`config.mk`:
```
export PLATFORM = sky130hd
export DESIGN_NAME = ppm_frame_decoder
export DESIGN_NICKNAME = d
export VERILOG_FILES = /design/src/rtl/core/ppmfd_pkg.sv /design/src/rtl/core/ppm_frame_decoder.sv
export SDC_FILE = /design/constraint.sdc
export NUM_CORES = 1
export LEC_CHECK = 0
export BUFFER_PORTS_ARGS = -buffer_cell sky130_fd_sc_hd__buf_2
export CAP_MARGIN = 5
export CORE_MARGIN = 3
export CORE_UTILIZATION = 55
export DETAILED_ROUTE_END_ITERATION = 12
export PLACE_DENSITY = 0.73
export SETUP_SLACK_MARGIN = 0.05
export SLEW_MARGIN = 40
export SYNTH_ARGS = -nofsm -noshare
export SYNTH_HDL_FRONTEND = slang
export SYNTH_SLANG_ARGS = --single-unit
```
`constraint.sdc`:
```
create_clock -name clk_i -period 5.95 [get_ports clk_i]
set_input_delay 0.8925 -clock clk_i [delete_from_list [all_inputs] [get_ports clk_i]]
set_output_delay 0.8925 -clock clk_i [all_outputs]
set_load 0.1 [all_outputs]
```
`src/rtl/core/ppmfd_pkg.sv`:
```
// Package for the PPM frame decoder: sizing constants, register indexes,
// payload structs. No dependencies.
package ppmfd_pkg;

  localparam int unsigned NUM_CHANNELS = 6;
  localparam int unsigned TIME_BITS    = 16;

  localparam int unsigned CFG_IDX_W  = 1;
  localparam int unsigned CFG_DATA_W = 16;

  localparam logic [CFG_IDX_W-1:0] REG_SYNC_THRESHOLD = 1'd0;
  localparam logic [CFG_IDX_W-1:0] REG_TIMER_WRAP     = 1'd1;

  localparam logic [15:0] SYNC_THRESHOLD_RST = 16'd2100;
  localparam logic [15:0] TIMER_WRAP_RST     = 16'd60000;

  typedef struct packed {
    logic        req_type;
    logic [15:0] edge_time;
  } ppm_in_t;

  typedef struct packed {
    logic        width_valid;
    logic [2:0]  channel;
    logic [15:0] pulse_width;
    logic        sync_seen;
    logic [3:0]  frame_channels;
    logic        overflow;
    logic [15:0] width_min;
    logic [15:0] width_max;
  } ppm_out_t;

endpackage

```
`src/rtl/core/ppm_frame_decoder.sv`:
```
// PPM frame decoder top level: edge timing, channel sequencing and the
// per-channel min/max statistics memory. Depends on ppmfd_pkg.
//
//   channel  | signals                           | direction
//   ---------+-----------------------------------+----------
//   input    | in_valid_i/in_ready_o/in_data_i   | in, one word per edge or clear
//   output   | out_valid_o/out_ready_i/out_data_o| out, one word per input word
//   config   | cfg_we_i/cfg_idx_i/cfg_wdata_i    | in, write only
//
// One word per cycle sustained while the output is not stalled. The accepting
// edge does the edge timing and the read of the statistics entry; the edge that
// advances stage 1 does the min/max update, write-back and loads the output
// register. Consecutive stores always hit different channels, so the read never
// needs the write in flight. Clear drops all per-entry valid bits at once; no
// clearing pass. Stalls on the output hold stage 1 and the input.
module ppm_frame_decoder (
  input  logic                                clk_i,
  input  logic                                rst_ni,
  input  logic                                in_valid_i,
  output logic                                in_ready_o,
  input  ppmfd_pkg::ppm_in_t                  in_data_i,
  output logic                                out_valid_o,
  input  logic                                out_ready_i,
  output ppmfd_pkg::ppm_out_t                 out_data_o,
  input  logic                                cfg_we_i,
  input  logic [ppmfd_pkg::CFG_IDX_W-1:0]     cfg_idx_i,
  input  logic [ppmfd_pkg::CFG_DATA_W-1:0]    cfg_wdata_i
);
  import ppmfd_pkg::*;

  localparam int unsigned SUM_W  = ((TIME_BITS > 16) ? TIME_BITS : 16) + 1;
  localparam int unsigned ADDR_W = (NUM_CHANNELS > 1) ? $clog2(NUM_CHANNELS) : 1;
  localparam logic [SUM_W-1:0] TIME_MASK = (SUM_W'(1) << TIME_BITS) - SUM_W'(1);

  typedef enum logic [1:0] {
    K_NONE,
    K_SYNC,
    K_STORE,
    K_OVERFLOW
  } kind_e;

  typedef struct packed {
    logic [15:0] wmin;
    logic [15:0] wmax;
  } stat_t;

  // configuration
  logic [15:0] sync_thr_q, timer_wrap_q;

  always_ff @(posedge clk_i or negedge rst_ni) begin
    if (!rst_ni) begin
      sync_thr_q   <= SYNC_THRESHOLD_RST;
      timer_wrap_q <= TIMER_WRAP_RST;
    end else if (cfg_we_i) begin
      unique case (cfg_idx_i)
        REG_SYNC_THRESHOLD: sync_thr_q   <= cfg_wdata_i;
        REG_TIMER_WRAP:     timer_wrap_q <= cfg_wdata_i;
        default: ;
      endcase
    end
  end

  // stage 0: edge timing and channel sequencing
  logic [TIME_BITS-1:0] last_edge_q, last_edge_d;
  logic                 have_edge_q, have_edge_d;
  logic [3:0]           chan_index_q, chan_index_d;
  logic [3:0]           chan_count_q, chan_count_d;

  logic              s1_valid_q, s1_adv, in_acc;
  kind_e             s1_kind_q, kind_d;
  logic [15:0]       s1_width_q, width_d;
  logic [ADDR_W-1:0] s1_addr_q;
  logic [3:0]        s1_fc_q;
  logic              s1_ent_vld_q;

  logic [SUM_W-1:0] now_ext, last_ext, delta_ext;

  assign s1_adv     = !out_valid_o || out_ready_i;
  assign in_ready_o = !s1_valid_q || s1_adv;
  assign in_acc     = in_valid_i && in_ready_o;

  always_comb begin
    now_ext  = SUM_W'(in_data_i.edge_time) & TIME_MASK;
    last_ext = SUM_W'(last_edge_q);
    if (now_ext > last_ext) begin
      delta_ext = now_ext - last_ext;
    end else begin
      delta_ext = (now_ext + SUM_W'(timer_wrap_q) - last_ext) & TIME_MASK;
    end
    // saturate to 16 bits
    width_d = (|delta_ext[SUM_W-1:16]) ? 16'hFFFF : delta_ext[15:0];

    last_edge_d  = last_edge_q;
    have_edge_d  = have_edge_q;
    chan_index_d = chan_index_q;
    chan_count_d = chan_count_q;
    kind_d       = K_NONE;
    if (!in_data_i.req_type) begin
      have_edge_d = 1'b1;
      last_edge_d = now_ext[TIME_BITS-1:0];
      if (have_edge_q) begin
        if (delta_ext > SUM_W'(sync_thr_q)) begin
          kind_d       = K_SYNC;
          chan_count_d = chan_index_q;
          chan_index_d = 4'd0;
        end else if (chan_index_q < 4'(NUM_CHANNELS)) begin
          kind_d       = K_STORE;
          chan_index_d = chan_index_q + 4'd1;
        end else begin
          kind_d = K_OVERFLOW;
        end
      end
    end
  end

  // statistics memory, valid bits stand in for the all-ones / zero reset
  stat_t                   stat_mem [NUM_CHANNELS];
  stat_t                   rd_q;
  logic [NUM_CHANNELS-1:0] ent_vld_q, ent_vld_d;
  logic                    wr_en;
  stat_t                   wr_data;

  always_ff @(posedge clk_i) begin
    if (wr_en) stat_mem[s1_addr_q] <= wr_data;
    if (in_acc) rd_q <= stat_mem[chan_index_q[ADDR_W-1:0]];
  end

  always_comb begin
    ent_vld_d = ent_vld_q;
    if (wr_en) ent_vld_d[s1_addr_q] = 1'b1;
    // a clear is younger than the store in stage 1, so it wins
    if (in_acc && in_data_i.req_type) ent_vld_d = '0;
  end

  always_ff @(posedge clk_i or negedge rst_ni) begin
    if (!rst_ni) begin
      ent_vld_q <= '0;
    end else begin
      ent_vld_q <= ent_vld_d;
    end
  end

  always_ff @(posedge clk_i or negedge rst_ni) begin
    if (!rst_ni) begin
      last_edge_q  <= '0;
      have_edge_q  <= 1'b0;
      chan_index_q <= 4'd0;
      chan_count_q <= 4'd0;
      s1_valid_q   <= 1'b0;
    end else begin
      if (in_acc) begin
        last_edge_q  <= last_edge_d;
        have_edge_q  <= have_edge_d;
        chan_index_q <= chan_index_d;
        chan_count_q <= chan_count_d;
      end
      if (in_ready_o) s1_valid_q <= in_valid_i;
    end
  end

  always_ff @(posedge clk_i) begin
    if (in_acc) begin
      s1_kind_q    <= kind_d;
      s1_width_q   <= width_d;
      s1_addr_q    <= chan_index_q[ADDR_W-1:0];
      s1_fc_q      <= chan_count_d;
      s1_ent_vld_q <= ent_vld_q[chan_index_q[ADDR_W-1:0]];
    end
  end

  // stage 1: min/max update, write-back, output word
  stat_t    old_stat;
  ppm_out_t res_d;
  ppm_out_t out_q;
  logic     out_valid_q;

  always_comb begin
    old_stat = s1_ent_vld_q ? rd_q : stat_t'{wmin: 16'hFFFF, wmax: 16'h0000};
    wr_data.wmin = (s1_width_q < old_stat.wmin) ? s1_width_q : old_stat.wmin;
    wr_data.wmax = (s1_width_q > old_stat.wmax) ? s1_width_q : old_stat.wmax;
    wr_en = s1_valid_q && s1_adv && (s1_kind_q == K_STORE);

    res_d = '0;
    res_d.frame_channels = s1_fc_q;
    unique case (s1_kind_q)
      K_NONE: ;
      K_SYNC: begin
        res_d.pulse_width = s1_width_q;
        res_d.sync_seen   = 1'b1;
      end
      K_STORE: begin
        res_d.width_valid = 1'b1;
        res_d.channel     = 3'(s1_addr_q);
        res_d.pulse_width = s1_width_q;
        res_d.width_min   = wr_data.wmin;
        res_d.width_max   = wr_data.wmax;
      end
      K_OVERFLOW: begin
        res_d.pulse_width = s1_width_q;
        res_d.overflow    = 1'b1;
      end
      default: ;
    endcase
  end

  always_ff @(posedge clk_i or negedge rst_ni) begin
    if (!rst_ni) begin
      out_valid_q <= 1'b0;
    end else if (s1_adv) begin
      out_valid_q <= s1_valid_q;
    end
  end

  always_ff @(posedge clk_i) begin
    if (s1_adv && s1_valid_q) out_q <= res_d;
  end

  assign out_valid_o = out_valid_q;
  assign out_data_o  = out_q;

endmodule

```
==> impl_results.md, run 1 <==
- Period utilisation layout: 0.866
- Clock latency on the worst-skew pair: 540 ps
- Num rows: 65
- DP HPWL: 24700 um
- Synth Area in Adders: 0.0744
- Routed Antenna Nets: 0
- Syn. warnings: 0
- Crit Path Max Fanout: 8
- H-tree lvl count: 2
- RSZ-0062 raised after global routing: no
- Design area: 20000 um2
- Initial antenna violation count: 1
- First-pass GRT wire length: 58800 um
- R2R setup slack: 880 ps
- Synth Area in Simple Gates: 0.0696
- Nets@finish: 1538
- I/O Buffers: 98
- Total track usage: 0.222
- Leakage: 7.80 nW
- Clock buffer depth: 3
- Initial Utilization: 0.560
- Max capacitance violation total: 0
- Number of synthesized flops with an enable pin: 308
- PwrDens: 505 nW/um2
- Core Area: 31700 um2
- Multiplexer share of the synthesized area: 0.0937
- Synth Instances: 1299
- Arrival @ worst endpoint: 5430 ps
- Die area: 34500 um2
- DRT Pass-1 Iters: 5
- Largest net degree at the start of global routing: 66
- Post-Syn Area: 17800 um2
- Via density: 5.79
- Outcome: complete, no violations
- Req. time, crit path: 6230 ps
- # IOs: 99
- Max Freq: 0.194 GHz
- Post-synthesis sequential area ratio: 0.613
- Synth Register Bits: 373
- Root cell of the clock tree: clkbuf_16
- Slew @ Worst Pin: 747 ps
- Worst clock skew: 23.1 ps
- CTS tree: yes
- Vias in the first global route: 10700
- XOR/XNOR Fraction of Synth Area: 0.0118
- CTS Hold Buffers Added: 0
- Crit path kind: in2reg
- Share of flip-flops with an asynchronous set or reset: 0.174
- Share of layout cells above drive strength 1: 0.197
- Total grt overflow: 0
- Syn Nets: 1434
- Post-CTS Setup Inserts: 0
- Synth cell types: 79
- Commonest non-fill, non-tap cell in the layout: edfxtp_1
- Crit. End Element: register
- Setup TNS: 0 ps
- Hold Fails Final Rpt: 0
- Tmin final: 5150 ps
- Final setup vio count: 0
- Complex-gate fraction of the synthesized area: 0.0994
- Total CTS buffers: 39
- VDD IR max: 260 uV
- Hold Path Class: reg2reg
- CTS resizes: 0
- Horiz. Die Dim: 186 um
- Placed Area: 18700 um2
- Mean Syn Cell Area: 13.7 um2
- Max Slew Vio Count: 0
- Clk sink count: 373
- Top FF cell, synth: edfxtp_1
- DRC Markers: 0
- Layout area overhead: 12.4%
- Crit start category: primary input
- Largest family of logic cells by synthesized area: compound AO/OA/AOI/OAI gates
- GP Congestion: 0.849
- CTS clk-pin slew, worst paths: 60 ps
- Total Power: 10.1 mW
- Average routed wire per standard cell: 20.3 um
- Most frequent cells in the layout: 308 x edfxtp_1, 116 x inv_1, 98 x buf_2
- Vias: 10600
- Initial DRC Count: 935
- DRT Wirelength: 37300 um
- Die Y: 186 um
- Relative slew slack: 0.488
[cell usage after synthesis (24+ instances only)]
cell type,n,area (um2)
edfxtp_1,308,9250
inv_1,116,435
a21oi_1,82,410
ha_1,80,1000
nor2_1,76,285
nand2_1,71,267
o21ai_0,56,280
dfrtp_1,54,1350
mux2i_1,53,531
a211oi_1,40,300
mux4_2,33,743
clkbuf_1,28,105
o21a_1,25,188
and2_1,24,150
[state kept, by name, summed over array words and instances, names as in the netlist]
register	count
s1_addr_q	3
last_edge_q	16
s1_valid_q	1
s1_kind_q	2
chan_index_q	4
ent_vld_q	6
rd_q	32
out_data_o	58
s1_ent_vld_q	1
stat_mem	192
sync_thr_q	16
timer_wrap_q	16
have_edge_q	1
s1_fc_q	4
chan_count_q	4
out_valid_o	1
s1_width_q	16
[path summary, 6_finish.rpt]
kind / from / to / cells after the start
min in group asynchronous: rst_ni / sync_thr_q[6] / 2
hold reg to reg: s1_fc_q[0] / out_data_o[33] / 0
hold / removal: s1_fc_q[0] / out_data_o[33] / 0
max in group asynchronous: rst_ni / chan_index_q[0] / 2
setup reg to reg: timer_wrap_q[6] / s1_fc_q[3] / 18
setup / recovery: in_data_i[2] / s1_fc_q[3] / 20
[power by group]
part	switching, mW	internal, mW
clock	0.969	1.37
sequential	0.326	3.60
combinational	2.49	1.34
total	3.78	6.31
[area by class of cell]
| cell class | count | area [um2] |
|---|---|---|
| Antenna cell | 1 | 2.50 |
| Inverter | 117 | 439 |
| Timing Repair Buffer | 114 | 631 |
| Clock inverter | 19 | 201 |
| Clock buffer | 50 | 1040 |
| Fill cell | 2395 | 11800 |
| Sequential cell | 373 | 10900 |
| Tap cell | 402 | 503 |
| Multi-Input combinational cell | 758 | 6250 |
[cells by family after synthesis]
family	after synthesis
DFF	373
AOI/OAI and AO/OA	267
and+or+nand+nor	253
buffers and inverters	168
muxes	118
adders and majority gates	96
xor gates and xnor gates	24
[stage by stage]
step / std cells / hold WS [ps] / utilization / setup slack [ps]
finish: 1834 / 423 / 0.629 / 798
global route: 1834 / 440 / 0.629 / 544
CTS: 1833 / 430 / 0.629 / 834
detailed placement: 1764 / 414 / 0.590 / 261
global placement: 1763 / 413 / 0.589 / 410
floorplan: 1299 / 400 / - / 426
[worst max-delay path, cell delays in order]
cell	delay (ps)
buf_2	90
inv_1	60
fa_1	540
inv_1	50
ha_1	340
nor2b_1	160
o31a_1	300
o22a_1	240
a21o_1	210
a41oi_1	240
xor2_1	240
mux2i_1	110
ha_1	300
nand4_1	110
or4_4	540
a31o_1	200
a31oi_1	200
a41o_4	210
nand2_4	100
mux2_4	310
[layer usage]
| metal | vias up | part of all wire | GRT usage |
|---|---|---|---|
| met2 | 359 | 0.48 | 0.363 |
| met3 | 76 | 0.062 | 0.0373 |
| met4 | 0 | 0.027 | 0.0700 |
| met1 | 5185 | 0.43 | 0.307 |
| li1 | 5004 | - | - |
| met5 | - | 0 | 0 |
(Power assumes the default switching activity.)
==> run 2: changes to the inputs <==
--- a/config.mk
+++ b/config.mk
@@ -7,10 +7,10 @@
 export LEC_CHECK = 0
 export BUFFER_PORTS_ARGS = -buffer_cell sky130_fd_sc_hd__buf_2
 export CAP_MARGIN = 5
-export CORE_MARGIN = 3
-export CORE_UTILIZATION = 55
+export CORE_MARGIN = 2
+export CORE_UTILIZATION = 56
 export DETAILED_ROUTE_END_ITERATION = 12
-export PLACE_DENSITY = 0.73
+export PLACE_DENSITY = 0.74
 export SETUP_SLACK_MARGIN = 0.05
 export SLEW_MARGIN = 40
 export SYNTH_ARGS = -nofsm -noshare
==> impl_results.md, run 2 (synthesis results as in run 1) <==
- Outcome: complete, no violations
- Max reg flops: 192
- Arrival @ worst endpoint: 5330 ps
- WHS: 442 ps
- Routed Antenna Nets: 0
- DRT Wirelength: 37300 um
- Period utilisation layout: 0.852
- Horiz. Die Dim: 182 um
- Crit start category: primary input
- First-pass GRT wire length: 58900 um
- PwrDens: 501 nW/um2
- Core Area: 31400 um2
- Initial Utilization: 0.565
- Setup TNS: 0 ps
- Met2 WL: 18000 um
- DRT Pass-1 Iters: 5
- Leakage: 7.79 nW
- Worst Hold Depth: 0
- Largest net degree at the start of global routing: 67
- Clock buffer depth: 3
- Top Metal Used: met4
- I/O Buffers: 98
- Final cell count without fillers: 1836
- Depth of the most critical reg-to-reg path: 18
- # IOs: 99
- Vias: 10700
- Vias in the first global route: 10700
- VDD IR max: 253 uV
- Relative slew slack: 0.472
- WL met1: 16100 um
- DP HPWL: 25600 um
- Die area: 33100 um2
- Worst clock skew: 11.2 ps
- Num rows: 65
- CTS tree: yes
- DRC Markers: 0
- Clock latency on the worst-skew pair: 520 ps
- Max Freq: 0.197 GHz
- Max Slew Vio Count: 0
- Total CTS buffers: 38
- Root cell of the clock tree: clkbuf_16
- Clk sink count: 373
- RSZ-0062 raised after global routing: no
- Max capacitance violation total: 0
- CTS Hold Buffers Added: 0
- Commonest non-fill, non-tap cell in the layout: edfxtp_1
- Layout area overhead: 12.3%
- Largest Register: stat_mem
- # diodes: 0
- Initial DRC Count: 993
- CTS resizes: 0
- GP Congestion: 0.837
- Share of layout cells above drive strength 1: 0.197
- Slew @ Worst Pin: 792 ps
- Tmin final: 5070 ps
- Total track usage: 0.230
- Hold Fails Final Rpt: 0
- Total grt overflow: 0
- Hold Path Class: reg2reg
- Average routed wire per standard cell: 20.3 um
- Crit. End Element: register
- Final setup vio count: 0
- Inst Count DP: 1768
- CTS clk-pin slew, worst paths: 60 ps
- Wire length on met3: 2170 um
- Crit Path Max Fanout: 8
- Crit path kind: in2reg
- Die Y: 182 um
- Most frequent cells in the layout: 308 x edfxtp_1, 116 x inv_1, 98 x buf_2
- Initial antenna violation count: 0
- Via density: 5.83
- Post-CTS Setup Inserts: 0
- Req. time, crit path: 6210 ps
- Nets@finish: 1541
- H-tree lvl count: 2
==> run 2: layout make-up <==
type | instances | area (um2)
fill | 2304 | 11500
sequential | 373 | 10900
multi-input combinational | 758 | 6250
clock buffer | 48 | 988
timing repair buffer | 118 | 692
tap | 402 | 503
inverter | 117 | 439
clock inverter | 20 | 160
==> run 2: critical path, stage by stage <==
cell and delay (ps):
buf_2 90, inv_1 60, fa_1 520, inv_1 50
ha_1 330, nor2b_1 160, o31a_1 290, o22a_1 240
a21o_1 200, a41oi_1 230, xor2_1 220, mux2i_1 100
ha_1 300, nand4_1 100, or4_4 540, a31o_1 200
a31oi_1 210, a41o_4 200, nand2_4 100, mux2_4 300
==> run 2: through the flow <==
stage           util  cell area, um2  setup slack, ps  power [mW]
4_1_cts        0.635           19900              881        10.0
5_1_grt        0.635           19900              614        10.5
2_1_floorplan      -           17800              426        6.85
6_report       0.635           19900              881        9.98
3_3_place_gp   0.595           18700              405        7.67
3_5_place_dp   0.598           18800              336        7.80
==> run 2: per-layer routing <==
metal / vias up / GRT usage
met2: 328 / 0.380
met1: 5287 / 0.311
li1: 5006 / -
met3: 75 / 0.0415
met4: 0 / 0.0787
met5: - / 0
==> run 2: where the power goes <==
group | total, mW | switching [mW] | internal (mW)
sequential | 3.87 | 0.278 | 3.60
clock | 2.22 | 0.951 | 1.27
combinational | 3.88 | 2.54 | 1.35
==> run 2: worst paths after layout <==
kind                                 startpoint               to  slack (ps)
worst max-delay path               in_data_i[2]       s1_fc_q[0]         880
min in group asynchronous                rst_ni  timer_wrap_q[0]         460
max in group asynchronous                rst_ni  chan_index_q[0]        5030
worst max register to register  timer_wrap_q[6]       s1_fc_q[0]         930
worst min-delay path                 s1_fc_q[2]   out_data_o[35]         440
worst min register to register       s1_fc_q[2]   out_data_o[35]         440
==> run 3: changes to the inputs <==
--- a/config.mk
+++ b/config.mk
@@ -7,6 +7,7 @@
 export LEC_CHECK = 0
 export BUFFER_PORTS_ARGS = -buffer_cell sky130_fd_sc_hd__buf_2
 export CAP_MARGIN = 5
+export CORE_ASPECT_RATIO = 1.2
 export CORE_MARGIN = 2
 export CORE_UTILIZATION = 56
 export DETAILED_ROUTE_END_ITERATION = 12
==> constraint.sdc (replaced) <==
create_clock -name clk_i -period 5.7 [get_ports clk_i]
set_input_delay 0.855 -clock clk_i [delete_from_list [all_inputs] [get_ports clk_i]]
set_output_delay 0.855 -clock clk_i [all_outputs]
set_load 0.1 [all_outputs]
==> impl_results.md, run 3 (synthesis results as in run 1) <==
- RSZ-0062 raised after global routing: no
- Pre-CTS WS: 46.6 ps
- I/O Buffers: 98
- RR Startpoint: timer_wrap_q[6]
- Hold Path Class: in2async
- Most frequent cells in the layout: 308 x edfxtp_1, 116 x inv_1, 98 x buf_2
- CTS resizes: 0
- Design area: 20000 um2
- Depth of the most critical reg-to-reg path: 18
- DP HPWL: 25600 um
- Family with the most delay on the worst path: compound AO/OA/AOI/OAI gates
- Initial DRC Count: 878
- GP Congestion: 0.879
- DRC Markers: 0
- Total CTS buffers: 36
- # IOs: 99
- Nets@finish: 1538
- CTS tree: yes
- Die area: 33100 um2
- PwrDens: 530 nW/um2
- Num rows: 71
- Initial Utilization: 0.568
- CTS clk-pin slew, worst paths: 60 ps
- Total stage count of the critical path: 20
- DRT Pass-1 Iters: 5
- Initial antenna violation count: 0
- Post-CTS Setup Inserts: 0
- Largest Register: stat_mem
- # diodes: 0
- Clk sink count: 373
- Final setup margin: 607 ps
- FF-to-FF End: s1_fc_q[3]
- Period utilisation layout: 0.894
- Tmin final: 5090 ps
- Slowest cell on crit path: or4_4
- Max capacitance violation total: 0
- WHS: 410 ps
- Worst Setup EP: s1_fc_q[3]
- Average routed wire per standard cell: 20.4 um
- Seq pwr share: 0.380
- NetSw: 3.95 mW
- Vias: 10700
- Max Freq: 0.196 GHz
- Total track usage: 0.231
- Largest net degree at the start of global routing: 67
- Switching share of power: 0.373
- Layout area overhead: 12.5%
- Req. time, crit path: 5970 ps
- Clock buffer depth: 3
- Clock latency on the worst-skew pair: 530 ps
- Core Area: 31300 um2
- Internal: 6.64 mW
- VDD IR max: 368 uV
- CTS Hold Buffers Added: 0
- Root cell of the clock tree: clkbuf_16
- Relative slew slack: 0.412
- Inst Count DP: 1766
- DRT Wirelength: 37400 um
- Commonest non-fill, non-tap cell in the layout: edfxtp_1
- Placed Area: 18700 um2
- Via density: 5.82
- Crit. End Element: register
- Critical Path, Cell by Cell: buf_2 -> inv_1 -> fa_1 -> inv_1 -> ha_1 -> nor2b_1 -> o31a_1 -> o22a_1 -> a21o_1 -> a41oi_1 -> xor2_1 -> mux2i_1 -> ha_1 -> nand4_1 -> or4_4 -> a31o_1 -> a31oi_1 -> a41o_4 -> nand2_4 -> mux2_4
- Max reg flops: 192
- First-pass GRT wire length: 59500 um
- Share of layout cells above drive strength 1: 0.200
- Power share of the combinational group: 0.385
- Routed Antenna Nets: 0
- Final cell count without fillers: 1831
- Hold Fails Final Rpt: 0
- Max Slew Vio Count: 0
- Crit Path Max Fanout: 8
- Outcome: complete, no violations
- Final setup vio count: 0
- H-tree lvl count: 2
- Vias in the first global route: 11000
- R2R setup slack: 660 ps
- WP buf/inv: 3
- Leakage: 7.81 nW
- CP peak stage delay: 550 ps
- CP Launch Point: in_data_i[2]
- Slew @ Worst Pin: 883 ps
- Total Power: 10.6 mW
- Crit path kind: in2reg
- Crit start category: primary input
- Arrival @ worst endpoint: 5370 ps
- Setup TNS: 0 ps
- Worst clock skew: 19.1 ps
- Final Util: 0.639
- Die Y: 199 um
- Total grt overflow: 0
- Horiz. Die Dim: 167 um
- Clock power share: 0.234
run 3: cell types whose count changed in the layout (fill, tap and decap cells not counted), moves of 2 or more:
| cell | previous run | this run |
|---|---|---|
| buf_4 | 14 | 16 |
| nand2b_2 | 0 | 2 |
| nand2b_1 | 12 | 10 |
| clkinv_2 | 9 | 6 |
| bufinv_16 | 2 | 6 |
| inv_6 | 0 | 3 |
| clkbuf_1 | 10 | 4 |
run 3: metal layers:
layer	routed length, um	track usage
met5	0	0
met4	1130	0.0840
met1	15100	0.282
met2	19400	0.419
met3	1820	0.0366
run 3: worst min-delay path by stage:
stage	slack, ps	depth (start not counted)	to	from
CTS	430	0	out_data_o[36]	s1_fc_q[3]
floorplan	400	0	out_data_o[33]	s1_fc_q[0]
detailed placement	420	0	out_data_o[36]	s1_fc_q[3]
global placement	410	0	out_data_o[36]	s1_fc_q[3]
finish	410	2	sync_thr_q[15]	rst_ni
global route	460	0	out_data_o[36]	s1_fc_q[3]
run 3: layout make-up:
type,instances,area [um2]
sequential,373,10900
inverter,117,439
timing repair buffer,117,653
multi-input combinational,758,6250
clock inverter,23,277
clock buffer,42,955
fill,2329,11300
tap,401,502
run 3: power groups by stage:
stage / Sequential [mW] / Clock, mW / Combinational (mW)
global route: 4.07 / 2.62 / 4.46
detailed placement: 4.08 / 0 / 4.06
finish: 4.03 / 2.48 / 4.08
global placement: 4.10 / 0 / 3.90
floorplan: 4.56 / 0 / 2.59
CTS: 4.03 / 2.52 / 4.08
